File: config.mk
export PLATFORM = sky130hd
export DESIGN_NAME = playhead_mode_sequencer_unit
export DESIGN_NICKNAME = d
export VERILOG_FILES = /design/src/rtl/pmseq_pkg.sv /design/src/rtl/pmseq_ctrl.sv /design/src/rtl/pmseq_dp.sv /design/src/rtl/playhead_mode_sequencer_unit.sv
export SDC_FILE = /design/constraint.sdc
export NUM_CORES = 2
export LEC_CHECK = 0
export BUFFER_PORTS_ARGS = -buffer_cell sky130_fd_sc_hd__buf_2
export CORE_MARGIN = 2
export CORE_UTILIZATION = 30
export CTS_CLUSTER_SIZE = 25
export DETAILED_ROUTE_END_ITERATION = 12
export GPL_TIMING_DRIVEN = 0
export SYNTH_ARGS = -nofsm -noshare
export SYNTH_HDL_FRONTEND = slang
export SYNTH_SLANG_ARGS = --single-unit
File: constraint.sdc
create_clock -name clk -period 8.2 [get_ports clk]
set_input_delay 0.82 -clock clk [delete_from_list [all_inputs] [get_ports clk]]
set_output_delay 0.82 -clock clk [all_outputs]
set_load 0.01 [all_outputs]
File: src/rtl/pmseq_pkg.sv
// shared types, codes and constants for the playhead mode sequencer
package pmseq_pkg;

	localparam int TIME_FRAC_BITS_DEF = 16;
	localparam int CFG_IDX_W = 3;
	localparam int CFG_DATA_W = 32;
	localparam logic [15:0] WEIGHT_ONE = 16'd32768;
	localparam logic signed [16:0] FRAME_NONE = -17'sd1;

	localparam logic [1:0] OP_TICK = 2'd0;
	localparam logic [1:0] OP_RESTART = 2'd1;
	localparam logic [1:0] OP_FORCE = 2'd2;

	localparam logic [1:0] MODE_LOOP = 2'd0;
	localparam logic [1:0] MODE_ONCE = 2'd1;
	localparam logic [1:0] MODE_PINGPONG = 2'd2;

	localparam logic [CFG_IDX_W-1:0] REG_DURATION = 3'd0;
	localparam logic [CFG_IDX_W-1:0] REG_FRAME_RATE = 3'd1;
	localparam logic [CFG_IDX_W-1:0] REG_SPEED = 3'd2;
	localparam logic [CFG_IDX_W-1:0] REG_PLAY_MODE = 3'd3;
	localparam logic [CFG_IDX_W-1:0] REG_BLEND_IN = 3'd4;
	localparam logic [CFG_IDX_W-1:0] REG_BLEND_OUT = 3'd5;
	localparam logic [CFG_IDX_W-1:0] REG_NEGLIGIBLE = 3'd6;
	localparam logic [CFG_IDX_W-1:0] REG_IGNORE_CTRL = 3'd7;

	typedef struct packed {
		logic [1:0]  op;
		logic [15:0] dt_seconds;
		logic [15:0] forced_frame;
		logic [15:0] controller_weight;
		logic        paused;
		logic        stopped;
		logic        set_direction;
	} in_item_t;

	typedef struct packed {
		logic signed [16:0] frame;
		logic [31:0]        play_time;
		logic               reversed_now;
		logic               frame_changed;
		logic               track_started;
		logic               track_finished;
		logic               apply_frame;
		logic [15:0]        weight_now;
		logic [15:0]        blend_weight;
	} out_item_t;

	typedef struct packed {
		logic [15:0] duration_frames;
		logic [9:0]  frame_rate;
		logic [15:0] playback_speed;
		logic [1:0]  play_mode;
		logic [31:0] blend_in_frames;
		logic [31:0] blend_out_frames;
		logic [15:0] idle_weight_floor;
		logic        ignore_controller;
	} cfg_t;

	typedef enum logic [3:0] {
		ST_IDLE,
		ST_MUL1,
		ST_MUL2,
		ST_ADV,
		ST_MOD,
		ST_FIN,
		ST_BSET,
		ST_BDIV,
		ST_DONE
	} state_t;

	typedef struct packed {
		logic load;
		logic mul1;
		logic mul2;
		logic adv;
		logic div_step;
		logic fin;
		logic bset;
		logic out_load;
	} dp_cmd_t;

	typedef struct packed {
		logic need_mod;
		logic need_blend;
		logic ramp;
		logic div_last;
		logic out_free;
	} dp_stat_t;

endpackage

File: src/rtl/pmseq_ctrl.sv
// controller state machine sequencing one item through the datapath
module pmseq_ctrl (
	input  logic                clk,
	input  logic                arst_n,
	input  logic                in_valid,
	output logic                in_stall,
	input  pmseq_pkg::dp_stat_t stat,
	output pmseq_pkg::dp_cmd_t  cmd
);
	import pmseq_pkg::*;

	state_t state_q, state_n;

	always_ff @(posedge clk or negedge arst_n) begin
		if (!arst_n) begin
			state_q <= ST_IDLE;
		end else begin
			state_q <= state_n;
		end
	end

	always_comb begin
		state_n = state_q;
		case (state_q)
			ST_IDLE: begin
				if (in_valid) state_n = ST_MUL1;
			end
			ST_MUL1: state_n = ST_MUL2;
			ST_MUL2: state_n = ST_ADV;
			ST_ADV:  state_n = stat.need_mod ? ST_MOD : ST_FIN;
			ST_MOD: begin
				if (stat.div_last) state_n = ST_FIN;
			end
			ST_FIN:  state_n = stat.need_blend ? ST_BSET : ST_DONE;
			ST_BSET: state_n = stat.ramp ? ST_BDIV : ST_DONE;
			ST_BDIV: begin
				if (stat.div_last) state_n = ST_DONE;
			end
			ST_DONE: begin
				if (stat.out_free) state_n = ST_IDLE;
			end
			default: state_n = ST_IDLE;
		endcase
	end

	always_comb begin
		cmd = '0;
		in_stall = 1'b1;
		case (state_q)
			ST_IDLE: begin
				in_stall = 1'b0;
				cmd.load = in_valid;
			end
			ST_MUL1: cmd.mul1 = 1'b1;
			ST_MUL2: cmd.mul2 = 1'b1;
			ST_ADV:  cmd.adv = 1'b1;
			ST_MOD:  cmd.div_step = 1'b1;
			ST_FIN:  cmd.fin = 1'b1;
			ST_BSET: cmd.bset = 1'b1;
			ST_BDIV: cmd.div_step = 1'b1;
			ST_DONE: cmd.out_load = stat.out_free;
			default: cmd = '0;
		endcase
	end

endmodule

File: src/rtl/pmseq_dp.sv
// datapath: rate multiplies, time advance, shared radix-2 divider, weights
module pmseq_dp #(
	parameter int TIME_FRAC_BITS = pmseq_pkg::TIME_FRAC_BITS_DEF
) (
	input  logic                 clk,
	input  logic                 arst_n,
	input  pmseq_pkg::cfg_t      cfg,
	input  pmseq_pkg::dp_cmd_t   cmd,
	output pmseq_pkg::dp_stat_t  stat,
	input  pmseq_pkg::in_item_t  in_data,
	output logic                 out_valid,
	input  logic                 out_stall,
	output pmseq_pkg::out_item_t out_data
);
	import pmseq_pkg::*;

	localparam int DELTA_W = 18 + TIME_FRAC_BITS;
	localparam int SUM_W = ((DELTA_W > 32) ? DELTA_W : 32) + 1;
	localparam int QW = (TIME_FRAC_BITS < 16) ? 48 - TIME_FRAC_BITS : 32;
	localparam int SH_L = (TIME_FRAC_BITS < 16) ? 16 - TIME_FRAC_BITS : 0;
	localparam int SH_R = (TIME_FRAC_BITS >= 16) ? TIME_FRAC_BITS - 16 : 0;
	localparam int CNT_W = $clog2(SUM_W + 1);
	localparam int BLEND_STEPS = 15;

	in_item_t item_q;
	logic [31:0] p1_q;
	logic [DELTA_W-1:0] delta_q;
	logic [SUM_W-1:0] t_q;
	logic [31:0] time_q;
	logic rev_q;
	logic signed [16:0] frame_q;
	logic changed_q, started_q, finished_q, apply_q;
	logic [15:0] weight_q, blend_q;
	logic [31:0] rem_q, den_q;
	logic [SUM_W-1:0] num_q;
	logic [CNT_W-1:0] cnt_q;
	logic div_blend_q;
	logic out_valid_q;
	out_item_t out_q;

	// common terms
	logic [47:0] dc_wide;
	logic [31:0] dc;
	logic restart, force_frame, frozen;
	logic [41:0] p2;

	always_comb begin
		dc_wide = 48'(cfg.duration_frames) << TIME_FRAC_BITS;
		dc = (|dc_wide[47:32]) ? 32'hFFFF_FFFF : dc_wide[31:0];
		restart = (item_q.op == OP_RESTART);
		force_frame = (item_q.op == OP_FORCE);
		frozen = item_q.stopped || (item_q.paused && !force_frame);
		p2 = 42'(p1_q) * 42'(cfg.frame_rate);
	end

	// advance
	logic [SUM_W-1:0] t_sum, t_adv;
	logic rev_adv, wrap;

	always_comb begin
		t_sum = SUM_W'(time_q) + SUM_W'(delta_q);
		t_adv = t_sum;
		rev_adv = rev_q;
		wrap = 1'b0;
		if (!rev_q) begin
			if (t_sum > SUM_W'(dc)) begin
				case (cfg.play_mode)
					MODE_LOOP: begin
						if (dc == '0) t_adv = '0;
						else wrap = 1'b1;
					end
					MODE_ONCE:     t_adv = SUM_W'(dc);
					MODE_PINGPONG: rev_adv = 1'b1;
					default:       t_adv = t_sum;
				endcase
			end
		end else begin
			if (SUM_W'(delta_q) > SUM_W'(time_q)) begin
				t_adv = '0;
				if (cfg.play_mode == MODE_LOOP) t_adv = SUM_W'(dc);
				else if (cfg.play_mode == MODE_PINGPONG) rev_adv = 1'b0;
			end else begin
				t_adv = SUM_W'(time_q) - SUM_W'(delta_q);
			end
		end
	end

	// finish: forced frame, clamp, frame flags, weight
	logic [SUM_W-1:0] t_f;
	logic [31:0] time_new;
	logic signed [16:0] frame_new;
	logic playing, frame_ok;

	always_comb begin
		t_f = force_frame ? ((SUM_W'(item_q.forced_frame) << TIME_FRAC_BITS) + SUM_W'(1))
			: t_q;
		time_new = (t_f > SUM_W'(dc)) ? dc : t_f[31:0];
		frame_new = 17'(time_new >> TIME_FRAC_BITS);
		playing = weight_q > cfg.idle_weight_floor;
		frame_ok = !frozen || (frame_q != FRAME_NONE);
	end

	// blend setup, in Q16.16
	logic [QW-1:0] tq, dq, tqc;
	logic in_ramp, out_ramp, use_in, use_out;
	logic [31:0] b_num, b_den;

	always_comb begin
		tq = (QW'(time_q) << SH_L) >> SH_R;
		dq = (QW'(dc) << SH_L) >> SH_R;
		in_ramp = tq < QW'(cfg.blend_in_frames);
		out_ramp = ((QW + 1)'(tq) + (QW + 1)'(cfg.blend_out_frames)) > (QW + 1)'(dq);
		tqc = (tq > dq) ? dq : tq;
		use_in = rev_q ? (in_ramp && !out_ramp) : in_ramp;
		use_out = rev_q ? out_ramp : (out_ramp && !in_ramp);
		// numerator stays below the span, so the quotient fits in 15 bits
		b_num = use_in ? 32'(tqc) : 32'(dq - tqc);
		b_den = use_in ? cfg.blend_in_frames : cfg.blend_out_frames;
	end

	// shared restoring divider step
	logic [32:0] rem2;
	logic ge;
	logic [31:0] rem_n;
	logic [SUM_W-1:0] num_n;

	always_comb begin
		rem2 = {rem_q, num_q[SUM_W-1]};
		ge = rem2 >= {1'b0, den_q};
		rem_n = ge ? 32'(rem2 - {1'b0, den_q}) : rem2[31:0];
		num_n = {num_q[SUM_W-2:0], ge};
	end

	always_comb begin
		stat.need_mod = !restart && !frozen && wrap;
		stat.need_blend = !restart && frame_ok && !cfg.ignore_controller && playing
			&& (cfg.blend_in_frames != '0) && (cfg.blend_out_frames != '0);
		stat.ramp = use_in || use_out;
		stat.div_last = (cnt_q == CNT_W'(1));
		stat.out_free = !out_valid_q || !out_stall;
	end

	always_ff @(posedge clk) begin
		if (cmd.load) item_q <= in_data;
		if (cmd.mul1) p1_q <= 32'(item_q.dt_seconds) * 32'(cfg.playback_speed);
		if (cmd.mul2) delta_q <= DELTA_W'(p2 >> (24 - TIME_FRAC_BITS));
		if (cmd.adv) begin
			t_q <= t_adv;
			if (wrap) begin
				rem_q <= '0;
				num_q <= t_sum;
				den_q <= dc;
				cnt_q <= CNT_W'(SUM_W);
				div_blend_q <= 1'b0;
			end
		end
		if (cmd.bset) begin
			rem_q <= b_num;
			num_q <= '0;
			den_q <= b_den;
			cnt_q <= CNT_W'(BLEND_STEPS);
			div_blend_q <= 1'b1;
		end
		if (cmd.div_step) begin
			rem_q <= rem_n;
			num_q <= num_n;
			cnt_q <= cnt_q - CNT_W'(1);
			if (stat.div_last && !div_blend_q) t_q <= SUM_W'(rem_n);
		end
		if (cmd.out_load) begin
			out_q.frame <= frame_q;
			out_q.play_time <= time_q;
			out_q.reversed_now <= rev_q;
			out_q.frame_changed <= changed_q;
			out_q.track_started <= started_q;
			out_q.track_finished <= finished_q;
			out_q.apply_frame <= apply_q;
			out_q.weight_now <= weight_q;
			out_q.blend_weight <= blend_q;
		end
	end

	always_ff @(posedge clk or negedge arst_n) begin
		if (!arst_n) begin
			time_q <= '0;
			rev_q <= 1'b0;
			frame_q <= FRAME_NONE;
			weight_q <= '0;
			blend_q <= WEIGHT_ONE;
			changed_q <= 1'b0;
			started_q <= 1'b0;
			finished_q <= 1'b0;
			apply_q <= 1'b0;
			out_valid_q <= 1'b0;
		end else begin
			if (cmd.load) begin
				changed_q <= 1'b0;
				started_q <= 1'b0;
				finished_q <= 1'b0;
				apply_q <= 1'b0;
			end
			if (cmd.adv) begin
				if (restart) begin
					rev_q <= item_q.set_direction;
					time_q <= item_q.set_direction ? dc : '0;
				end else if (!frozen) begin
					rev_q <= rev_adv;
				end
			end
			if (cmd.fin && !restart) begin
				if (!frozen) begin
					time_q <= time_new;
					if (frame_new != frame_q) begin
						frame_q <= frame_new;
						changed_q <= 1'b1;
						started_q <= (frame_new == 17'sd0);
						finished_q <= (frame_new == $signed({1'b0, cfg.duration_frames}));
					end
				end
				if (frame_ok) begin
					apply_q <= playing;
					if (!cfg.ignore_controller) begin
						weight_q <= (item_q.controller_weight > WEIGHT_ONE) ? WEIGHT_ONE
							: item_q.controller_weight;
					end
				end
			end
			if (cmd.bset && !stat.ramp) blend_q <= WEIGHT_ONE;
			if (cmd.div_step && stat.div_last && div_blend_q) begin
				blend_q <= 16'(num_n[BLEND_STEPS-1:0]);
			end
			if (cmd.out_load) out_valid_q <= 1'b1;
			else if (!out_stall) out_valid_q <= 1'b0;
		end
	end

	assign out_valid = out_valid_q;
	assign out_data = out_q;

endmodule

File: src/rtl/playhead_mode_sequencer_unit.sv
// a plain tick steps through MUL1, MUL2, ADV, FIN and DONE; DONE loads the output register
// a looping wrap adds one divider step per bit of the advanced sum (35 bits at 16 fraction bits)
// a blend recompute adds the BSET setup, plus 15 divider steps inside a ramp
// one item at a time: the input stalls until the last item's result is loaded into the output register
// reset: time 0, frame -1, forward, weight 0, blend 1.0, registers at defaults
module playhead_mode_sequencer_unit #(
	parameter int TIME_FRAC_BITS = pmseq_pkg::TIME_FRAC_BITS_DEF
) (
	input  logic                                    clk,
	input  logic                                    arst_n,
	input  logic                                    in_valid,
	output logic                                    in_stall,
	input  pmseq_pkg::in_item_t                     in_data,
	output logic                                    out_valid,
	input  logic                                    out_stall,
	output pmseq_pkg::out_item_t                    out_data,
	input  logic                                    cfg_we,
	input  logic [pmseq_pkg::CFG_IDX_W-1:0]         cfg_idx,
	input  logic [pmseq_pkg::CFG_DATA_W-1:0]        cfg_data
);
	import pmseq_pkg::*;

	cfg_t cfg_q;
	dp_cmd_t cmd;
	dp_stat_t stat;

	always_ff @(posedge clk or negedge arst_n) begin
		if (!arst_n) begin
			cfg_q.duration_frames <= '0;
			cfg_q.frame_rate <= 10'd30;
			cfg_q.playback_speed <= 16'd256;
			cfg_q.play_mode <= MODE_LOOP;
			cfg_q.blend_in_frames <= '0;
			cfg_q.blend_out_frames <= '0;
			cfg_q.idle_weight_floor <= '0;
			cfg_q.ignore_controller <= 1'b0;
		end else if (cfg_we) begin
			case (cfg_idx)
				REG_DURATION:    cfg_q.duration_frames <= cfg_data[15:0];
				REG_FRAME_RATE:  cfg_q.frame_rate <= cfg_data[9:0];
				REG_SPEED:       cfg_q.playback_speed <= cfg_data[15:0];
				REG_PLAY_MODE:   cfg_q.play_mode <= cfg_data[1:0];
				REG_BLEND_IN:    cfg_q.blend_in_frames <= cfg_data[31:0];
				REG_BLEND_OUT:   cfg_q.blend_out_frames <= cfg_data[31:0];
				REG_NEGLIGIBLE:  cfg_q.idle_weight_floor <= cfg_data[15:0];
				REG_IGNORE_CTRL: cfg_q.ignore_controller <= cfg_data[0];
				default:         cfg_q <= cfg_q;
			endcase
		end
	end

	pmseq_ctrl u_ctrl (
		.clk      (clk),
		.arst_n   (arst_n),
		.in_valid (in_valid),
		.in_stall (in_stall),
		.stat     (stat),
		.cmd      (cmd)
	);

	pmseq_dp #(
		.TIME_FRAC_BITS (TIME_FRAC_BITS)
	) u_dp (
		.clk       (clk),
		.arst_n    (arst_n),
		.cfg       (cfg_q),
		.cmd       (cmd),
		.stat      (stat),
		.in_data   (in_data),
		.out_valid (out_valid),
		.out_stall (out_stall),
		.out_data  (out_data)
	);

`ifndef SYNTH
	a_busy_after_transfer: assert property (@(posedge clk) disable iff (!arst_n)
		in_valid && !in_stall |=> in_stall)
		else $error("input taken while an item is in progress");

	a_weight_range: assert property (@(posedge clk) disable iff (!arst_n)
		out_valid |-> out_data.weight_now <= WEIGHT_ONE && out_data.blend_weight <= WEIGHT_ONE)
		else $error("weight above full scale");

	a_changed_frame_valid: assert property (@(posedge clk) disable iff (!arst_n)
		out_valid && out_data.frame_changed |-> out_data.frame != FRAME_NONE)
		else $error("frame change reported with no frame");

	a_start_implies_change: assert property (@(posedge clk) disable iff (!arst_n)
		out_valid && (out_data.track_started || out_data.track_finished)
		|-> out_data.frame_changed)
		else $error("start or finish flag without a frame change");
`endif

endmodule

==> metrics.yaml <==
finish:
  drive_gt1_frac: 0.0891
  num-nets-final: 6636
  num-fill-cells: 17527
  syn_to_final_growth_pct: 12.3
  final_cell_area_sq_um: 57900
drt:
  wl_microns: 186000
  vias_per_cell: 5.31
  dr.first_iter.drc_count: 3969
  ant_nets: 0
  firstDrtPassIters: 6
  drc: 0
  vias: 42293
  avgRoutedWirePerCell_microns: 23.4
floorplan:
  ios: 181
  die_x_microns: 419
  num_rows: 152
  coreArea_sq_um: 171000
  start_util: 0.301
  die_h_microns: 419
  fp.dieArea_sq_um: 175000
timing:
  setup_viol: 0
  period_minus_slack_ns: 7.97
  hold_viol_final: 0
  fin_worst_skew_ns: 0.0289
  slew_violations: 0
  rsz0062_at_grt: "false"
  worstMarginPinSlew_ns: 1.40
  fin_crit_sh: 0.972
  relSlewSlack: 0.0577
  fmax_mhz: 125
synth:
  synth_cell_types: 105
  synth-warning-count: 0
  synth_edf_count: 310
  ys_ff_latch: 562
  synth_top_cell_by_area: "edfxtp_1"
  synth_area_sq_um: 51600
  synth_flop_cell: "edfxtp_1"
  netlist_instances: 5410
  yosys-top-cells-area: "edfxtp_1 18%, fa_1 17%, ha_1 11%"
  yosysTopAreaCellShare: 0.180
  yosysSeqAreaShare: 0.300
  synth-async-reset-ratio: 0.384
  synth_nets: 6374
  avgSynthCellArea_sq_um: 9.53
  synth_commonest_cells: "696 x inv_1, 587 x nand2_1, 436 x ha_1, 435 x fa_1, 310 x edfxtp_1"
  yosys.cell_count.top_type: "inv_1"
worst_setup_path:
  crit_path_start_kind: "register"
  crit_path_max_incr_delay_ns: 0.65
  r2r-start: "u_dp.time_q[0]$_DFF_PN0_"
  r2r_cells: 25
  critPathCaptureType: "register"
  reg2reg_slack_ns: 0.23
  cp_max_fo: 54
  required_ns: 8.59
  cp_slowest_cell: "a211oi_1"
  rr_endpoint: "u_dp.rem_q[27]$_DFFE_PP_"
  critPathKind: "reg2reg"
  arrival_ns: 8.36
placement:
  hpwl_microns: 148000
  portBuffers: 178
  place_area_sq_um: 55500
  gp_congestion: 0.996
run_status:
  outcome: "complete, no violations"
clocking:
  cts-root-buf: "clkbuf_16"
  clock-sinks: 562
  clock_latency_ns: 0.67
  path_clk_slew_ns: 0.06
  cts_hold_buf: 0
  clockBufferDepth: 3
  numCtsBuffers: 68
  cts_tree: "done"
  htree_levels: 3
worst_hold_path:
  hold_path_class: "in2async"
global_routing:
  grt_pass1_vias: 42414
  antenna_found_initial: 15
  grt_pass1_wl_microns: 277000
  grt_use_total: 0.211
  grt-ovfl-total: 0
  grt_max_degree: 79
job:
  maxCapViolCount: 0
## stage by stage
step                worst slack (ns)  std cells  utilization  hold slack (ns)  TNS (ns)
global placement               -2.02       7821        0.323            0.438   -213.76
detailed placement           -0.0908       7834        0.324            0.440     -2.86
floorplan                       1.16       5410            -            0.423         0
global route                 0.00562       7962        0.338            0.148         0
CTS                            0.215       7959        0.338            0.118         0
finish                         0.226       7966        0.338            0.130         0
## state kept, by name, indices dropped and copies added, names as in the netlist, 4 cells and up
register and cells:
u_dp.item_q 53, u_dp.delta_q 34, u_dp.blend_q 16, u_dp.p1_q 32
u_dp.out_data 86, u_dp.cnt_q 6, cfg_q 125, u_dp.weight_q 16
u_ctrl.state_q 4, u_dp.frame_q 17, u_dp.rem_q 32, u_dp.den_q 32
u_dp.time_q 32, u_dp.t_q 35, u_dp.num_q 35
## worst max-delay path: cells and delay by family, from the launching register on
| kind | cells | cell delay (ns) |
|---|---|---|
| AOI/OAI and AO/OA | 9 | 2.53 |
| xor gates and xnor gates | 1 | 0.54 |
| adders and majority gates | 3 | 1.06 |
| buffers and inverters | 3 | 0.68 |
| DFF | 1 | 0.60 |
| and+or+nand+nor | 9 | 2.24 |
## layout by cell type (no fill, tap or decap), types with 47 or more instances in the layout
| cell type | Yosys | final |
|---|---|---|
| nand2_1 | 587 | 585 |
| xor2_1 | 47 | 47 |
| dfrtp_1 | 193 | 191 |
| xnor2_1 | 151 | 150 |
| clkbuf_16 | 0 | 72 |
| clkbuf_1 | 199 | 205 |
| a21oi_1 | 300 | 299 |
| ha_1 | 436 | 436 |
| inv_1 | 696 | 695 |
| nand4_1 | 55 | 55 |
| o21a_1 | 52 | 52 |
| nor3_1 | 72 | 69 |
| a21o_1 | 101 | 101 |
| mux2_2 | 92 | 92 |
| o21ai_0 | 243 | 243 |
| buf_2 | 17 | 195 |
| nand3_1 | 61 | 61 |
| fa_1 | 435 | 435 |
| mux2i_1 | 88 | 88 |
| and2_1 | 296 | 296 |
| edfxtp_1 | 310 | 310 |
| nor2_1 | 278 | 277 |
## per-layer routing
layer  GRT usage  vias up  wire length [microns]
met5           0        -                     13
met2       0.351     1700                  87400
met1       0.267    21230                  74900
met3      0.0307      431                  12900
met4       0.105        2                  10900
li1            -    18930                      -
## what timing repair did
action                     CTS  global route
setup endpoints to repair   32           153
gates resized for setup      1            20
setup buffers                0             0
## area by class of cell
cell class / instances / area [sq um] / area share
inverter: 698 / 2620 / 0.0453
tap: 2233 / 2790 / 0.0482
clock inverter: 33 / 375 / 0.00648
timing repair buffer: 192 / 1130 / 0.0195
sequential: 562 / 15500 / 0.267
antenna: 6 / 15.0 / 0.000259
clock buffer: 92 / 1960 / 0.0338
multi-input combinational: 3910 / 32600 / 0.562
buffer: 240 / 993 / 0.0171
## worst max path at each step
stage | start | to | slack, ns
floorplan | u_dp.time_q[1]$_DFF_PN0_ | u_dp.cnt_q[0]$_SDFFCE_PP1P_ | 1.16
global placement | u_dp.time_q[2]$_DFF_PN0_ | u_dp.rem_q[25]$_DFFE_PP_ | -2.02
detailed placement | u_dp.time_q[10]$_DFF_PN0_ | u_dp.den_q[5]$_SDFFCE_PN0P_ | -0.09
CTS | u_dp.time_q[4]$_DFF_PN0_ | u_dp.den_q[26]$_DFFE_PP_ | 0.22
global route | u_dp.time_q[0]$_DFF_PN0_ | u_dp.den_q[26]$_DFFE_PP_ | 0.006
finish | u_dp.time_q[0]$_DFF_PN0_ | u_dp.rem_q[27]$_DFFE_PP_ | 0.23
## cell families after synthesis
family | after synthesis | share of synthesized area
AND/OR/NAND/NOR | 1592 | 0.150
AO/OA/AOI/OAI | 1063 | 0.133
buffers and inverters | 938 | 0.0699
adder cells (fa/ha/maj) | 871 | 0.275
flip-flops | 562 | 0.300
XOR/XNOR | 198 | 0.0336
multiplexers | 186 | 0.0385
Power is not shown: default switching activity piles up to over one toggle a cycle in this logic, so the estimate is an artifact.
